==> src/rtl/multichannel_sample_averager_unit_defines.svh <==
// Assertion macros for the sample averager.
`ifndef MULTICHANNEL_SAMPLE_AVERAGER_UNIT_DEFINES_SVH
`define MULTICHANNEL_SAMPLE_AVERAGER_UNIT_DEFINES_SVH

`ifndef ASSERT_OFF
// Checked only while out of reset.
`define MSA_ASSERT(name, prop, msg) \
  name: assert property (@(posedge clk) disable iff (!rst_n) prop) else $error(msg);
// Checked on every edge, reset included.
`define MSA_ASSERT_ALWAYS(name, prop, msg) \
  name: assert property (@(posedge clk) prop) else $error(msg);
`else
`define MSA_ASSERT(name, prop, msg)
`define MSA_ASSERT_ALWAYS(name, prop, msg)
`endif

`endif

==> src/rtl/msa_pkg.sv <==
`timescale 1ns / 1ps
`default_nettype none
package msa_pkg;

  localparam int SAMPLE_W = 12;
  localparam int WORD_W   = 32;
  localparam int CHAN_W   = 4;   // channel field of a word and read_channel
  localparam int CFG_IDX_W  = 2;
  localparam int CFG_DATA_W = 4;

  // converter word layout
  localparam int CHAN_LSB   = 26;
  localparam int SAMPLE_LSB = 4;

  // input kinds
  localparam logic KIND_WORD = 1'b0;
  localparam logic KIND_READ = 1'b1;

  // filter modes
  localparam logic MODE_RAW = 1'b0;
  localparam logic MODE_AVG = 1'b1;

  // config register indexes
  localparam logic [CFG_IDX_W-1:0] CFG_FILTER_MODE  = 2'd0;
  localparam logic [CFG_IDX_W-1:0] CFG_READ_CHANNEL = 2'd1;

  typedef enum logic [2:0] {
    S_CLEAR,
    S_IDLE,
    S_READ,
    S_LAST,
    S_DIV,
    S_OUT
  } msa_state_t;

endpackage
`default_nettype wire

==> src/rtl/msa_ram.sv <==
`timescale 1ns / 1ps
`default_nettype none
module msa_ram #(
  parameter int WIDTH = 12,
  parameter int DEPTH = 256
) (
  input  wire logic                     clk,
  input  wire logic                     we,
  input  wire logic [$clog2(DEPTH)-1:0] waddr,
  input  wire logic [WIDTH-1:0]         wdata,
  input  wire logic [$clog2(DEPTH)-1:0] raddr,
  output logic      [WIDTH-1:0]         rdata
);

  logic [WIDTH-1:0] mem_r [DEPTH];

  always_ff @(posedge clk) begin
    if (we) begin
      mem_r[waddr] <= wdata;
    end
    rdata <= mem_r[raddr];
  end

endmodule
`default_nettype wire

==> src/rtl/multichannel_sample_averager_unit.sv <==
`timescale 1ns / 1ps
`default_nettype none
// Multichannel sample averager.
// Input channel (in_valid / in_stall): in_kind 0 carries a converter word
// (channel in bits 29..26, sample in bits 15..4); in_kind 1 is a read request.
// Words store the sample for their channel (raw: entry 0, average: ring slot
// at the channel's write position). Words for channels >= CHANNELS are dropped.
// A read request yields one item on out_value for cfg read_channel: raw
// sample, truncated mean of DEPTH entries, or 0 for an unknown channel.
// A word is written to the store when it is taken. A raw read fetches
// entry 0 of the sample RAM. An average read reads DEPTH entries of the
// sample RAM port, one entry a cycle, then forms the mean by a
// reciprocal multiply. A read of an unknown channel goes straight to output.
// A read holds the input until its result is loaded into the output register.
// One item is in work at a time; the next item is taken while a finished
// result still waits in the output register for the receiver.
// Reset: after rst_n the sample RAM is zeroed, one entry a cycle, over all
// CHANNELS * 2**clog2(DEPTH) entries; in_stall stays high meanwhile.
// Config writes (cfg_valid / cfg_ready) are taken any time, ready is tied high.
// out_stall holds the result in place; a finished read then waits for it.
module multichannel_sample_averager_unit
  import msa_pkg::*;
#(
  parameter int CHANNELS = 12,
  parameter int DEPTH    = 16
) (
  input  wire logic                  clk,
  input  wire logic                  rst_n,
  // input items
  input  wire logic                  in_valid,
  output logic                       in_stall,
  input  wire logic                  in_kind,
  input  wire logic [WORD_W-1:0]     in_result_word,
  // result items
  output logic                       out_valid,
  input  wire logic                  out_stall,
  output logic [SAMPLE_W-1:0]        out_value,
  // configuration
  input  wire logic                  cfg_valid,
  output logic                       cfg_ready,
  input  wire logic [CFG_IDX_W-1:0]  cfg_index,
  input  wire logic [CFG_DATA_W-1:0] cfg_data
);

  `include "multichannel_sample_averager_unit_defines.svh"

  // Store layout: channel-major, each channel owns 2**POS_W slots.
  localparam int POS_W     = $clog2(DEPTH);
  localparam int CH_W      = (CHANNELS > 1) ? $clog2(CHANNELS) : 1;
  localparam int MEM_DEPTH = CHANNELS * (2 ** POS_W);
  localparam int AW        = $clog2(MEM_DEPTH);
  localparam int SUM_W     = SAMPLE_W + POS_W + 1;
  // sum / DEPTH == (sum * RECIP) >> RECIP_SH for every sum below 2**SUM_W
  localparam int RECIP_SH  = SUM_W + POS_W;
  localparam int RECIP_W   = SUM_W + 1;
  localparam int PROD_W    = SUM_W + RECIP_W;

  localparam logic [POS_W-1:0]   POS_LAST = POS_W'(DEPTH - 1);
  localparam logic [AW-1:0]      CLR_LAST = AW'(MEM_DEPTH - 1);
  localparam logic [RECIP_W-1:0] RECIP    =
    RECIP_W'(((64'd1 << RECIP_SH) + 64'(DEPTH) - 64'd1) / 64'(DEPTH));

  msa_state_t state_r, state_nxt;

  logic                  filter_mode_r;
  logic [CHAN_W-1:0]     read_channel_r;
  logic [POS_W-1:0]      pos_r   [CHANNELS];
  logic [POS_W-1:0]      pos_nxt [CHANNELS];
  logic [AW-1:0]         clr_addr_r, clr_addr_nxt;
  logic [POS_W-1:0]      cnt_r, cnt_nxt;
  logic [SUM_W-1:0]      sum_r, sum_nxt;
  logic [SAMPLE_W-1:0]   res_r, res_nxt;
  logic                  out_valid_r, out_valid_nxt;
  logic [SAMPLE_W-1:0]   out_value_r, out_value_nxt;

  logic                  mem_we;
  logic [AW-1:0]         mem_waddr;
  logic [SAMPLE_W-1:0]   mem_wdata;
  logic [AW-1:0]         mem_raddr;
  logic [SAMPLE_W-1:0]   mem_rdata;

  logic                  in_accept;
  logic                  out_load;
  logic                  last_issue;
  logic [CHAN_W-1:0]     word_ch;
  logic [CH_W-1:0]       word_idx;
  logic                  word_ok;
  logic [SAMPLE_W-1:0]   word_sample;
  logic [CH_W-1:0]       rd_idx;
  logic                  rd_ok;
  logic [PROD_W-1:0]     quot_prod;
  logic [POS_W-1:0]      wr_pos;

  // ---------------------------------------------------------------------------
  // Field decode
  // ---------------------------------------------------------------------------
  assign word_ch     = in_result_word[CHAN_LSB +: CHAN_W];
  assign word_idx    = word_ch[CH_W-1:0];
  assign word_ok     = {1'b0, word_ch} < (CHAN_W + 1)'(CHANNELS);
  assign word_sample = in_result_word[SAMPLE_LSB +: SAMPLE_W];
  assign rd_idx      = read_channel_r[CH_W-1:0];
  assign rd_ok       = {1'b0, read_channel_r} < (CHAN_W + 1)'(CHANNELS);
  assign wr_pos      = word_ok ? pos_r[word_idx] : '0;

  assign in_accept  = in_valid && !in_stall;
  assign out_load   = !out_valid_r || !out_stall;
  // raw mode reads only entry 0
  assign last_issue = (filter_mode_r == MODE_RAW) || (cnt_r == POS_LAST);
  // truncated mean by reciprocal multiply
  assign quot_prod  = PROD_W'(sum_r) * PROD_W'(RECIP);

  // ---------------------------------------------------------------------------
  // Sample store
  // ---------------------------------------------------------------------------
  msa_ram #(
    .WIDTH (SAMPLE_W),
    .DEPTH (MEM_DEPTH)
  ) u_store (
    .clk   (clk),
    .we    (mem_we),
    .waddr (mem_waddr),
    .wdata (mem_wdata),
    .raddr (mem_raddr),
    .rdata (mem_rdata)
  );

  // ---------------------------------------------------------------------------
  // Configuration
  // ---------------------------------------------------------------------------
  assign cfg_ready = 1'b1;

  always_ff @(posedge clk) begin
    if (!rst_n) begin
      filter_mode_r  <= MODE_RAW;
      read_channel_r <= '0;
    end else if (cfg_valid && cfg_ready) begin
      case (cfg_index)
        CFG_FILTER_MODE:  filter_mode_r  <= cfg_data[0];
        CFG_READ_CHANNEL: read_channel_r <= cfg_data;
        default: ;
      endcase
    end
  end

  // ---------------------------------------------------------------------------
  // Next state
  // ---------------------------------------------------------------------------
  always_comb begin
    state_nxt = state_r;
    case (state_r)
      S_CLEAR: begin
        if (clr_addr_r == CLR_LAST) state_nxt = S_IDLE;
      end
      S_IDLE: begin
        if (in_accept && in_kind == KIND_READ) begin
          state_nxt = rd_ok ? S_READ : S_OUT;
        end
      end
      S_READ: begin
        if (last_issue) state_nxt = S_LAST;
      end
      S_LAST: begin
        state_nxt = (filter_mode_r == MODE_AVG) ? S_DIV : S_OUT;
      end
      S_DIV: begin
        state_nxt = S_OUT;
      end
      S_OUT: begin
        if (out_load) state_nxt = S_IDLE;
      end
      default: state_nxt = S_IDLE;
    endcase
  end

  // ---------------------------------------------------------------------------
  // Datapath and outputs
  // ---------------------------------------------------------------------------
  always_comb begin
    in_stall      = (state_r != S_IDLE);
    clr_addr_nxt  = clr_addr_r;
    cnt_nxt       = cnt_r;
    sum_nxt       = sum_r;
    res_nxt       = res_r;
    out_valid_nxt = out_valid_r && out_stall;
    out_value_nxt = out_value_r;
    pos_nxt       = pos_r;
    mem_we        = 1'b0;
    mem_waddr     = '0;
    mem_wdata     = '0;
    mem_raddr     = AW'({rd_idx, cnt_r});

    case (state_r)
      S_CLEAR: begin
        mem_we       = 1'b1;
        mem_waddr    = clr_addr_r;
        clr_addr_nxt = clr_addr_r + 1'b1;
      end
      S_IDLE: begin
        if (in_accept) begin
          if (in_kind == KIND_WORD) begin
            if (word_ok) begin
              mem_we    = 1'b1;
              mem_wdata = word_sample;
              if (filter_mode_r == MODE_AVG) begin
                mem_waddr         = AW'({word_idx, wr_pos});
                pos_nxt[word_idx] = (wr_pos == POS_LAST) ? '0 : wr_pos + 1'b1;
              end else begin
                mem_waddr = AW'({word_idx, {POS_W{1'b0}}});
              end
            end
          end else begin
            cnt_nxt = '0;
            sum_nxt = '0;
            res_nxt = '0;  // unknown channel reads as zero
          end
        end
      end
      S_READ: begin
        // data of the previous issue lands now
        if (cnt_r != '0) sum_nxt = sum_r + SUM_W'(mem_rdata);
        cnt_nxt = cnt_r + 1'b1;
      end
      S_LAST: begin
        if (filter_mode_r == MODE_AVG) begin
          sum_nxt = sum_r + SUM_W'(mem_rdata);
          res_nxt = '0;
        end else begin
          res_nxt = mem_rdata;
        end
      end
      S_DIV: begin
        res_nxt = quot_prod[RECIP_SH +: SAMPLE_W];
      end
      S_OUT: begin
        if (out_load) begin
          out_valid_nxt = 1'b1;
          out_value_nxt = res_r;
        end
      end
      default: ;
    endcase
  end

  assign out_valid = out_valid_r;
  assign out_value = out_value_r;

  // ---------------------------------------------------------------------------
  // Registers
  // ---------------------------------------------------------------------------
  always_ff @(posedge clk) begin
    if (!rst_n) begin
      state_r     <= S_CLEAR;
      clr_addr_r  <= '0;
      out_valid_r <= 1'b0;
      for (int i = 0; i < CHANNELS; i++) begin
        pos_r[i] <= '0;
      end
    end else begin
      state_r     <= state_nxt;
      clr_addr_r  <= clr_addr_nxt;
      out_valid_r <= out_valid_nxt;
      pos_r       <= pos_nxt;
    end
  end

  always_ff @(posedge clk) begin
    cnt_r       <= cnt_nxt;
    sum_r       <= sum_nxt;
    res_r       <= res_nxt;
    out_value_r <= out_value_nxt;
  end

  // ---------------------------------------------------------------------------
  // Assertions
  // ---------------------------------------------------------------------------
  // store writes stay inside the memory
  `MSA_ASSERT_ALWAYS(a_waddr_range, mem_we |-> ({1'b0, mem_waddr} < (AW + 1)'(MEM_DEPTH)), "store write out of range")
  // a new result appears only from the output state
  `MSA_ASSERT(a_out_from_state, $rose(out_valid_r) |-> $past(state_r == S_OUT), "result raised outside output state")
  // a stalled result stays put
  `MSA_ASSERT(a_out_hold, out_valid_r && out_stall |=> out_valid_r && $stable(out_value_r), "stalled result changed")

endmodule
`default_nettype wire

==> config.mk <==
export PLATFORM = sky130hd
export DESIGN_NAME = multichannel_sample_averager_unit
export DESIGN_NICKNAME = d
export VERILOG_FILES = /design/src/rtl/msa_pkg.sv /design/src/rtl/msa_ram.sv /design/src/rtl/multichannel_sample_averager_unit.sv
export VERILOG_INCLUDE_DIRS = /design/src /design/src/rtl
export SDC_FILE = /design/constraint.sdc
export NUM_CORES = 2
export LEC_CHECK = 0
export ABC_CLOCK_PERIOD_IN_PS = 7400
export BUFFER_PORTS_ARGS = -buffer_cell sky130_fd_sc_hd__buf_2
export CAP_MARGIN = 5
export CORE_MARGIN = 3
export CORE_UTILIZATION = 42
export CTS_CLUSTER_DIAMETER = 40
export CTS_CLUSTER_SIZE = 28
export DETAILED_ROUTE_END_ITERATION = 16
export GPL_TIMING_DRIVEN = 0
export MAX_ROUTING_LAYER = met4
export SYNTH_ARGS = -nofsm -noshare
export SYNTH_HDL_FRONTEND = slang
export SYNTH_SLANG_ARGS = --single-unit
==> constraint.sdc <==
create_clock -name clk -period 7.4 [get_ports clk]
set_clock_uncertainty 0.2 [all_clocks]
set_input_delay 1.48 -clock clk [delete_from_list [all_inputs] [get_ports clk]]
set_output_delay 1.48 -clock clk [all_outputs]
set_load 0.005 [all_outputs]
==> impl_results.rst <==
.. list-table::
   :header-rows: 1

   * - Metric
     - Value
   * - Result of the run
     - complete, but fails checks
   * - Failing checks
     - capacitance limit, slew limit
   * - Placement row count
     - between 150 and 200
   * - Detail-routed net length per standard cell
     - between 40 and 50 um
   * - Final number of max-transition violations
     - 46
   * - Finished Cell Area
     - about 110000 sq um
   * - Proportion of synthesized area in mux cells
     - 0.151
   * - Worst Path Max Fanout
     - 10
   * - Number of antenna violations at the first check in global routing
     - 27
   * - Crit path setup slack, layout
     - 1250 ps
   * - Fillers
     - 18000
   * - Clock transition time at the flip-flop clock pins of the worst setup and hold paths
     - ~60 ps
   * - Synthesized net count
     - 4613
   * - Class of the most critical setup path
     - flip-flop to flip-flop
   * - Pwr/cell area
     - 271 nW/um^2
   * - Highest Clock Rate
     - approximately 0.16 GHz
   * - Vias per Instance
     - ~6.5
   * - Die H
     - approximately 480 um
   * - Dpl cell area
     - between 100000 and 150000 sq um
   * - Detailed-route DRC error count
     - 0
   * - Root buffer cell
     - clkbuf_16
   * - Flop and latch count out of synthesis
     - roughly 2400
   * - Arithmetic-cell share of the synthesized area counting full adders, half adders and majority gates
     - 0.00233
   * - Main synth FF type
     - edfxtp_1
   * - Number of unique standard cell types used by synthesis
     - just over 70
   * - Fraction of final layout cells sized beyond drive strength 1
     - 0.289
   * - Cts hold-fix bufs
     - 0
   * - Final estimated routing congestion in global placement
     - approximately 1.0
   * - Fraction of the mapped netlist area in simple logic gates
     - 0.0257
   * - Setup repair after global routing missed its margin
     - no
   * - Complex-gate fraction of the synthesized area
     - 0.0386
   * - Class of the most critical hold timing path
     - flip-flop to flip-flop
   * - Largest family of logic cells by synthesized area
     - multiplexers
   * - Boundary pin count
     - 59
   * - DRT Wirelength
     - roughly 340000 um
   * - Number of global-route vias before repair
     - about 50000
   * - Number of clock sinks seen by CTS
     - between 2000 and 2500
   * - Drt first-iter violations
     - ~9600
   * - Final standard cell utilization of the core
     - 0.496
   * - Number of buffers inserted by port buffering
     - 40
   * - Die boundary width
     - roughly 480 um
   * - Most area-consuming cells after synthesis
     - edfxtp_1 (75%), mux4_2 (13%), mux2i_1 (1.9%), dfxtp_1 (1.6%), nor2_1 (1.1%)
   * - Count of yosys warnings during synthesis
     - 0
   * - All-Layer GR Usage
     - 0.303
   * - Final clock period utilization by the worst path
     - 0.830
   * - Hold violation total from the final report
     - 0
   * - Worst relative slew slack
     - -0.0569
   * - Least-Margin Pin Slew
     - 1550 ps
   * - Fraction of synthesized cell area in xor and xnor cells
     - 0.00204
   * - Element type at the critical path end
     - flip-flop
   * - Required @ worst endpoint
     - slightly below 8000 ps
   * - Cell count after synthesis
     - 4552
   * - Crit path arrival time
     - roughly 6700 ps
   * - Setup WS pre-CTS
     - around 1100 ps
   * - Average size of a mapped cell
     - approximately 21 sq um
   * - Top-area cell type share of the netlist area
     - 0.747
   * - H-tree levels
     - 5
   * - DRT Pass-1 Iters
     - 8
   * - Largest area contributor in the netlist
     - edfxtp_1
   * - Overflow after GRT
     - 0
   * - First-pass GRT wire length
     - ~450000 um
   * - Max rail drop VDD
     - between 0.2 and 0.3 mV
   * - NumNets Final
     - 5107
   * - Number of synthesized flops with an enable pin
     - about 2300
   * - Source-to-sink clock delay at the later pin of the worst-skew pair
     - between 900 and 1000 ps
   * - Number of setup buffers added after CTS
     - 0
   * - Sequential-to-total area share from yosys stat
     - 0.763
   * - Standby leakage power
     - roughly 40 nW
   * - # setup viols final
     - 0
   * - Final sum of negative setup slack
     - 0 ps
   * - Core outline area
     - 223000 sq um
   * - Async set-reset flop share out of synthesis
     - 0
   * - DP Wirelength
     - 222000 um
   * - Maximum number of pins on one net before global-route repair
     - 93
   * - Total number of vias
     - 53800
   * - Number of max-cap violations
     - 5
   * - CTS buffer count
     - 298
   * - Gates resized, CTS repair
     - 0
   * - Starting density of the core
     - 0.423
   * - DIE AREA
     - about 230000 sq um
   * - Clock tree from TritonCTS
     - yes
   * - Count of nets left with antenna violations after detail routing
     - 0
   * - Area grow syn2layout
     - 17.2%
   * - Number of buffers on the longest clock path
     - 4
   * - Mapped cell area
     - between 90000 and 100000 sq um
   * - Worst setup SP type
     - flip-flop
   * - Crit path time final
     - 6150 ps
## power breakdown
group          internal [mW]  switching [mW]
clock network           8.64            6.11
registers               14.8          0.0174
logic                 0.0822           0.220
## sequential cells by signal, indices dropped and copies added (netlist names), 4 cells and up
| name | cells |
|---|---|
| res_r | 12 |
| sum_r | 16 |
| rd_idx | 4 |
| clr_addr_r | 8 |
| cnt_r | 4 |
| u_store.mem_r | 2304 |
| pos_r | 48 |
| out_value | 12 |
| u_store.rdata | 12 |
## cell usage in the layout, fill, tap and decap left out, types with 25 or more instances in the layout
cell / instances
o22ai_1: 64
buf_8: 30
clkinvlp_4: 25
a21oi_1: 71
nand3_1: 28
buf_4: 106
a211oi_1: 58
buf_16: 27
clkbuf_16: 306
nor2_1: 235
inv_6: 42
bufinv_16: 25
nor2_2: 60
a22oi_1: 97
dfxtp_1: 77
o21ai_0: 46
mux4_2: 535
nand2_1: 99
buf_6: 56
mux2i_1: 178
buf_2: 139
a22o_1: 44
inv_8: 25
clkinv_1: 25
clkbuf_1: 100
edfxtp_1: 2348
## cell families (layout without fill, tap and decap cells)
kind of cell | after synthesis | count (layout)
compound gates | 513 | 513
xor+xnor | 22 | 22
fa+ha+maj | 17 | 17
buf+inv | 292 | 1007
flops | 2425 | 2425
mux | 741 | 741
other cells | 1 | 25
simple gates | 541 | 541
## metal layers
layer,vias up,GRT usage,part of all wire
li1,20100,-,-
met1,28200,0.394,0.36
met2,4443,0.416,0.43
met3,979,0.101,0.14
met4,0,0.177,0.072
met5,-,-,0
## final timing paths
check                          start                  endpoint  slack, ps  cells past startpoint
min          res_r[11]$_SDFFCE_PP0P_   out_value[11]$_DFFE_PP_        220                      0
max reg2reg   cnt_r[2]$_SDFFCE_PN0P_  u_store.rdata[4]$_DFF_P_       1250                      8
max           cnt_r[2]$_SDFFCE_PN0P_  u_store.rdata[4]$_DFF_P_       1250                      8
min reg2reg  res_r[11]$_SDFFCE_PP0P_   out_value[11]$_DFFE_PP_        220                      0
## metrics by stage
step           hold slack [ps]  instances  total power, mW
6_report                   219       8266             29.9
3_5_place_dp               206       7674             15.4
3_3_place_gp               203       7567             15.4
4_1_cts                    221       8195             30.0
5_1_grt                    224       8260             30.5
2_1_floorplan              200       4552             15.3
## layout make-up
class | count | area (sq um) | share of cell area
clock inverter | 194 | 2160 | 0.0195
clock buffer | 327 | 7770 | 0.0702
timing repair buffer | 194 | 2280 | 0.0206
multi-input combinational | 1835 | 20900 | 0.189
antenna | 24 | 60.1 | 0.000543
sequential | 2425 | 72000 | 0.652
tap | 2975 | 3720 | 0.0337
inverter | 17 | 63.8 | 0.000577
buffer | 275 | 1530 | 0.0138
## Yosys cell counts, types with 8 or more instances
library cell	instances
edfxtp_1	2348
mux4_2	535
nor2_1	282
mux2i_1	178
clkbuf_1	101
nand2_1	99
a22oi_1	97
buf_2	87
dfxtp_1	77
a21oi_1	71
o22ai_1	64
a211oi_1	58
buf_4	50
o21ai_0	47
a22o_1	44
nand3_1	28
a221oi_1	23
a31oi_1	21
nor2b_1	20
buf_6	19
mux2_2	18
o221ai_1	18
and2_1	17
buf_1	17
ha_1	16
inv_1	14
nor3_1	14
nand2_2	13
nor2_2	13
nand2b_1	12
xnor2_1	12
mux4_1	10
xor2_1	10
o21a_1	9
a221o_1	8
and3_1	8
## worst max-delay path: stages (launching register included)
cell       delay [ps]
edfxtp_1          590
nor2b_1           170
buf_2             390
clkbuf_1          850
clkbuf_1         1120
a211oi_1          420
a211oi_1          920
a2111oi_0         300
a31oi_1           920
(Power assumes the default switching activity.)
